===== src/rmp_pkg.sv =====
// Package for the 2x2 RGB max pooling core: sizes, the pixel word type,
// the scan position struct and the per-channel maximum function.
// No dependencies; used by every module in src.
package rmp_pkg;

    localparam int MAX_WIDTH  = 4096;
    localparam int MAX_HEIGHT = 4096;
    localparam int MIN_SIZE   = 2;

    localparam int SIZE_W  = 13;                       // configuration register width
    localparam int COL_W   = $clog2(MAX_WIDTH);        // column counter width
    localparam int ROW_W   = $clog2(MAX_HEIGHT);       // row counter width
    localparam int WDIM_W  = COL_W + 1;                // holds MAX_WIDTH itself
    localparam int HDIM_W  = ROW_W + 1;                // holds MAX_HEIGHT itself
    localparam int DEPTH   = MAX_WIDTH / 2;            // one entry per horizontal pair
    localparam int IDX_W   = $clog2(DEPTH);

    localparam int CH_W    = 8;
    localparam int PIX_W   = 3 * CH_W;
    localparam logic [CH_W-1:0] ALPHA_OPAQUE = 8'd255;

    localparam int CFG_IDX_W = 2;

    typedef enum logic [CFG_IDX_W-1:0] {
        CFG_FRAME_WIDTH  = 2'd0,
        CFG_FRAME_HEIGHT = 2'd1
    } rmp_cfg_t;

    typedef logic [PIX_W-1:0] rmp_pix_t;

    // Where the current input pixel sits within the frame.
    typedef struct packed {
        logic             active;     // inside the even-sized part of the frame
        logic             odd_col;    // second pixel of a horizontal pair
        logic             lower_row;  // second row of a row pair
        logic             last;       // closes the last 2x2 block of the frame
        logic [IDX_W-1:0] idx;        // pair index along the line
    } rmp_pos_t;

    function automatic rmp_pix_t rgb_max(input rmp_pix_t a, input rmp_pix_t b);
        rmp_pix_t r;
        for (int c = 0; c < 3; c++) begin
            r[c*CH_W +: CH_W] = (a[c*CH_W +: CH_W] > b[c*CH_W +: CH_W]) ?
                                a[c*CH_W +: CH_W] : b[c*CH_W +: CH_W];
        end
        return r;
    endfunction

endpackage


===== src/rmp_scan.sv =====
// Frame geometry registers and the raster scan counters of the pooling core.
// Produces the position of the current pixel; uses rmp_pkg.
module rmp_scan (
    input  logic                          clk,
    input  logic                          rst_n,
    input  logic                          cfg_valid,
    input  logic [rmp_pkg::CFG_IDX_W-1:0] cfg_index,
    input  logic [rmp_pkg::SIZE_W-1:0]    cfg_data,
    input  logic                          advance,
    output rmp_pkg::rmp_pos_t             pos
);
    import rmp_pkg::*;

    logic [WDIM_W-1:0] width_reg, width_next;
    logic [HDIM_W-1:0] height_reg, height_next;
    logic [COL_W-1:0]  col_reg, col_next;
    logic [ROW_W-1:0]  row_reg, row_next;

    logic [WDIM_W-1:0] used_w;
    logic [HDIM_W-1:0] used_h;
    logic [WDIM_W-1:0] col_inc;
    logic [HDIM_W-1:0] row_inc;
    logic              cfg_hit;

    // Sizes are clamped when written, so the counters only see legal values.
    always_comb
    begin
        width_next  = width_reg;
        height_next = height_reg;
        cfg_hit     = 1'b0;
        if (cfg_valid)
        begin
            unique case (cfg_index)
                CFG_FRAME_WIDTH:
                begin
                    cfg_hit = 1'b1;
                    if (cfg_data < SIZE_W'(MIN_SIZE))
                        width_next = WDIM_W'(MIN_SIZE);
                    else if (32'(cfg_data) > MAX_WIDTH)
                        width_next = WDIM_W'(MAX_WIDTH);
                    else
                        width_next = WDIM_W'(cfg_data);
                end
                CFG_FRAME_HEIGHT:
                begin
                    cfg_hit = 1'b1;
                    if (cfg_data < SIZE_W'(MIN_SIZE))
                        height_next = HDIM_W'(MIN_SIZE);
                    else if (32'(cfg_data) > MAX_HEIGHT)
                        height_next = HDIM_W'(MAX_HEIGHT);
                    else
                        height_next = HDIM_W'(cfg_data);
                end
                default:
                begin
                    cfg_hit = 1'b0;
                end
            endcase
        end
    end

    assign used_w  = {width_reg[WDIM_W-1:1], 1'b0};
    assign used_h  = {height_reg[HDIM_W-1:1], 1'b0};
    assign col_inc = {1'b0, col_reg} + WDIM_W'(1);
    assign row_inc = {1'b0, row_reg} + HDIM_W'(1);

    always_comb
    begin
        col_next = col_reg;
        row_next = row_reg;
        if (cfg_hit)
        begin
            col_next = '0;
            row_next = '0;
        end
        else if (advance)
        begin
            if (col_inc >= width_reg)
            begin
                col_next = '0;
                row_next = (row_inc >= height_reg) ? '0 : row_inc[ROW_W-1:0];
            end
            else
            begin
                col_next = col_inc[COL_W-1:0];
            end
        end
    end

    always_ff @(posedge clk or negedge rst_n)
    begin
        if (!rst_n)
        begin
            width_reg  <= WDIM_W'(640);
            height_reg <= HDIM_W'(480);
            col_reg    <= '0;
            row_reg    <= '0;
        end
        else
        begin
            width_reg  <= width_next;
            height_reg <= height_next;
            col_reg    <= col_next;
            row_reg    <= row_next;
        end
    end

    assign pos.active    = ({1'b0, col_reg} < used_w) && ({1'b0, row_reg} < used_h);
    assign pos.odd_col   = col_reg[0];
    assign pos.lower_row = row_reg[0];
    assign pos.last      = (col_inc == used_w) && (row_inc == used_h);
    assign pos.idx       = col_reg[COL_W-1:1];

`ifndef SYNTHESIS
    a_col_in_frame: assert property (@(posedge clk) disable iff (!rst_n)
        {1'b0, col_reg} < width_reg)
        else $error("column counter left the frame");

    a_row_in_frame: assert property (@(posedge clk) disable iff (!rst_n)
        {1'b0, row_reg} < height_reg)
        else $error("row counter left the frame");

    a_cfg_restarts: assert property (@(posedge clk) disable iff (!rst_n)
        cfg_hit |=> (col_reg == '0) && (row_reg == '0))
        else $error("register write did not restart the frame");
`endif

endmodule


===== config.mk =====
export PLATFORM = sky130hd
export DESIGN_NAME = rmp_scan
export DESIGN_NICKNAME = d
export VERILOG_FILES = /design/src/rmp_pkg.sv /design/src/rmp_scan.sv
export SDC_FILE = /design/constraint.sdc
export NUM_CORES = 1
export LEC_CHECK = 0
export BUFFER_PORTS_ARGS = -buffer_cell sky130_fd_sc_hd__buf_4
export CAP_MARGIN = 20
export CORE_MARGIN = 5
export CORE_UTILIZATION = 39
export DETAILED_ROUTE_END_ITERATION = 8
export PLACE_DENSITY = 0.56
export SYNTH_ARGS = -nofsm -noshare
export SYNTH_HDL_FRONTEND = slang
export SYNTH_SLANG_ARGS = --single-unit

===== constraint.sdc =====
create_clock -name clk -period 5.2 [get_ports clk]
set_input_delay 0.78 -clock clk [delete_from_list [all_inputs] [get_ports clk]]
set_output_delay 0.78 -clock clk [all_outputs]
set_load 0.03 [all_outputs]

* Yosys cells after proc, flatten, opt, wreduce, memory -nomap -nowiden
Cells that the tools add are included.
** Cells by class
- Add/subtract/negate cells :: 2
- Magnitude comparators :: 6
- Equality and inequality tests :: 3
- Muxes and demuxes :: 11
- Reductions and logical operators :: 9
** Operator list (count)
- two-way mux 12 bit :: 7
- adder 12 x 1 -> 13 bit, second input constant :: 2
- == test 13 bit :: 2
- >= comparator 13 bit :: 2
- < comparator 12 x 13 -> 1 bit :: 2
- two-way mux 13 bit :: 2
- greater-than comparator 13 bit, second input constant :: 1
- < comparator 13 x 2 -> 1 bit, second input constant :: 1
- AND reduction 2 bit :: 3
- nonzero test 2 bit :: 2
- == test 2 x 1 -> 1 bit, second input constant :: 1
- logical AND 1 bit :: 2
- zero test 2 bit :: 1
- two-way mux 1 bit :: 2
- OR reduction 2 bit :: 1
** Word-level totals
- Register bits after elaboration :: 50
- Bits of input ports :: 19
- Output and inout bits :: 15
- Logic and storage cells :: 35

* Logic depth before layout (Yosys ltp)
- Depth after elaboration :: 6
- Depth in mapped cells :: 13
- Depth with buffers taken out :: 12

* Least setup slack after synthesis
OpenSTA, ideal clock, no wires.
- Kind :: reg2out
- Start :: register row_reg[2]
- End :: output port pos[11] (netlist bit)
- Data arrival time :: 2.909 ns
- Data required time :: 4.420 ns
- Path slack :: 1.511 ns
- Stages on the path, launching flop included :: 11
- Cell sequence :: dfrtp_1 and4_1 and3_1 nand3_1 nor2_1 xnor2_1 ha_1 nand4_1 nor3_1 nand2_1 nor4_1
** RTL lines
- start: declaration :: line rmp_scan.sv:17 : logic [ROW_W-1:0] row_reg, row_next;
- start signal: assignment :: line rmp_scan.sv:104 : row_reg <= row_next;
- end: declaration :: line rmp_scan.sv:10 : output rmp_pkg::rmp_pos_t pos

==> run metrics <==
global-route wire length before repair 15,180 um; worst path required time 4420 ps; CP Capture Type output pin; Slew headroom 44.88%; Fin Setup TNS 0 ps; Clk pwr share 21.2%; post-route ant nets 0; hold_ws 489.4 ps; Pint 0.0008016 W; Final min period 3854 ps; Total Power 0.001318 W; Core Area 9196 um^2; CTS tree built; clk sink count 50; worst-path fanout max 8; row count 35; area leader, netlist dfrtp_1; Final Hold Fails 0; dpl ws 1657 ps; Final #Nets 509; Seq cells post-synth 50; vias in the first global route 3,017; global-route usage over all layers 16.50%; Avg WL per Cell 16.28 um; Die Ht 106.7 um; Setup CP Type reg -> out; largest net degree at the start of global routing 51; Arrival @ worst endpoint 3070 ps; I/O pin count 34; power share of the combinational group 38.9%; Max Slew Vio Count 0; Mapped Area 3647 um^2; met2 Usage GRT 25.81%; Final Setup Violations 0; Synth area leaders dfrtp_1 (30%), ha_1 (17%), nand2_1 (6.9%); RSZ-0062 raised after global routing no; FFs w/ async S/R, synth 100.0%; DIE WIDTH 106.7 um; Routability Congestion 0.8681; R2R setup slack 1760 ps; # Max-Cap Violations 0; crit share post-route 74.11%; initial antenna violation count 0; power per cell area 323.7 nW/um^2; Synth Warn # 0; DRT iter0 DRCs 96; HPWL after DPL 7037 um; Routed WL 8985 um; I/O Buffers 33; VDD IR max 0.0001341 V; Hold Path Class reg -> reg; met3 Use GR 2.228%; Final Non-Filler Cells 552; layout cell share with drive strength beyond 1 13.83%; Most used DFF post-synth dfrtp_1; CTS Buffer Depth 2; grt total ovfl 0; Yosys top cell area share 30.19%; Worst-Skew Late Latency 300 ps; initial core utilization 39.66%; # hold bufs at CTS 0; Post-Syn Nets 481; DP Cell Count 544; GR Util met1 24.49%; Most Crowded Layer GR met2; outcome completed; Post-Syn Instances 412; EDFF count, synth 0; Post-CTS Setup Repair Bufs 0; Die Footprint 11,390 um^2; Netlist cell types 45; CP startpoint kind flip-flop; DRC viols 0; area grow syn2layout 11.66%; CTS Buf Count 5; share of power burned in registers 39.9%; FMAX 0.2595 GHz; vias per inst 5.433; switching share of total power 39.20%; # resized after CTS 0; n_diodes 0; Worst Tran Pin Value 823.8 ps; Syn Area/Cell 8.853 um^2; final setup margin 1346 ps; Seq/Total Area, Yosys 34.51%; total number of vias 2,999; DR pass1 iterations 4; static leakage power 1.963 nW; root buf cell clkbuf_8; Clock Pin Slew Worst Setup and Hold Paths 100 ps; number of H-tree levels 2; Psw 0.0005167 W; worst-case clock skew 7.448 ps
[kinds of logic after synthesis]
group / after synthesis / synth area share (%)
AO/OA/AOI/OAI: 96 / 17.29
XOR/XNOR: 21 / 5.043
adder cells (fa/ha/maj): 50 / 17.15
buffers and inverters: 41 / 4.837
flip-flops: 50 / 34.51
multiplexers: 5 / 1.544
AND/OR/NAND/NOR: 149 / 19.62
[cell type report]
cell class / count / area, um^2
Clock buffer: 7 / 76.32
Clock inverter: 1 / 30.03
Fill cell: 929 / 5124
Inverter: 29 / 108.9
Multi-Input combinational cell: 321 / 2212
Sequential cell: 50 / 1259
Tap cell: 111 / 138.9
Timing Repair Buffer: 33 / 247.7
[power groups by stage]
stage               clock (W)  sequential [W]  combinational, W
finish               0.000279        0.000526          0.000512
global route         0.000302        0.000538          0.000582
CTS                  0.000288        0.000527          0.000515
detailed placement          0        0.000535          0.000511
global placement            0        0.000532          0.000506
floorplan                   0        0.000529          0.000360
[worst paths after layout]
kind	startpoint	endpoint	depth (start not counted)
worst min register to register	width_reg[8]$_DFFE_PN0P_	width_reg[8]$_DFFE_PN0P_	2
worst max register to register	col_reg[0]$_DFFE_PN0P_	row_reg[9]$_DFFE_PN0P_	11
worst max-delay path	row_reg[2]$_DFFE_PN0P_	pos[11]	11
max in group asynchronous	rst_n	row_reg[10]$_DFFE_PN0P_	1
min in group asynchronous	rst_n	col_reg[3]$_DFFE_PN0P_	1
worst min-delay path	width_reg[8]$_DFFE_PN0P_	width_reg[8]$_DFFE_PN0P_	2
[placed cells by master (no fill, tap or decap), drive strengths merged]
cell	count
a211o	2
a211oi	3
a21o	15
a21oi	15
a22o	5
a32o	3
and2	1
and3	2
and4	3
buf	33
bufinv	1
clkbuf	7
dfrtp	44
dfstp	6
ha	50
inv	29
mux2	5
nand2	68
nand2b	8
nand3	17
nand3b	2
nand4	14
nor2	17
nor2b	2
nor3	8
nor4	4
o21a	1
o21ai	42
o221a	1
o221ai	1
o22a	1
o2bb2ai	4
o31ai	3
or2	2
or3	1
xnor2	14
xor2	7
[critical path, cell delays in order, from the launching register on]
cell	delay (ps)
dfrtp_1	490
and4_1	260
and3_1	240
nand3_1	90
nor2_1	200
xnor2_1	110
ha_1	290
nand4_1	130
nor3_1	290
nand2_1	80
nor4_1	360
buf_4	230
[per-layer routing]
layer / wire length (um) / part of all wire [%] / up-vias
li1: - / - / 1512
met1: 4629 / 52 / 1439
met4: 77 / 0.86 / 0
met3: 268 / 3.0 / 7
met5: 0 / 0 / -
met2: 4009 / 45 / 41
[Yosys cell counts, types with 2 or more instances]
cell       count
clkbuf_1       8
buf_6          2
o2bb2ai_2      2
inv_1         29
buf_4          2
nor3_1         7
o21ai_1        2
a32o_1         3
ha_1          50
dfrtp_1       44
nand2_1       67
nand3b_1       2
a21o_1        14
o2bb2ai_1      2
a21oi_1       15
a211oi_1       3
o31ai_1        3
and4_1         3
xnor2_1       14
dfstp_2        6
and3_1         2
nand4_1       14
nor2b_1        2
xor2_1         7
nand3_1       17
nor4_1         4
o21ai_0       39
nor2_1        17
nand2b_1       8
a22o_1         5
mux2_2         5
[through the flow]
stage | utilization (%) | area [um^2]
3_3_place_gp | 43.13 | 3966
4_1_cts | 44.29 | 4073
6_report | 44.29 | 4073
5_1_grt | 44.29 | 4073
3_5_place_dp | 43.13 | 3966
2_1_floorplan | - | 3647
Note: power is estimated with default switching activity, not from simulation.
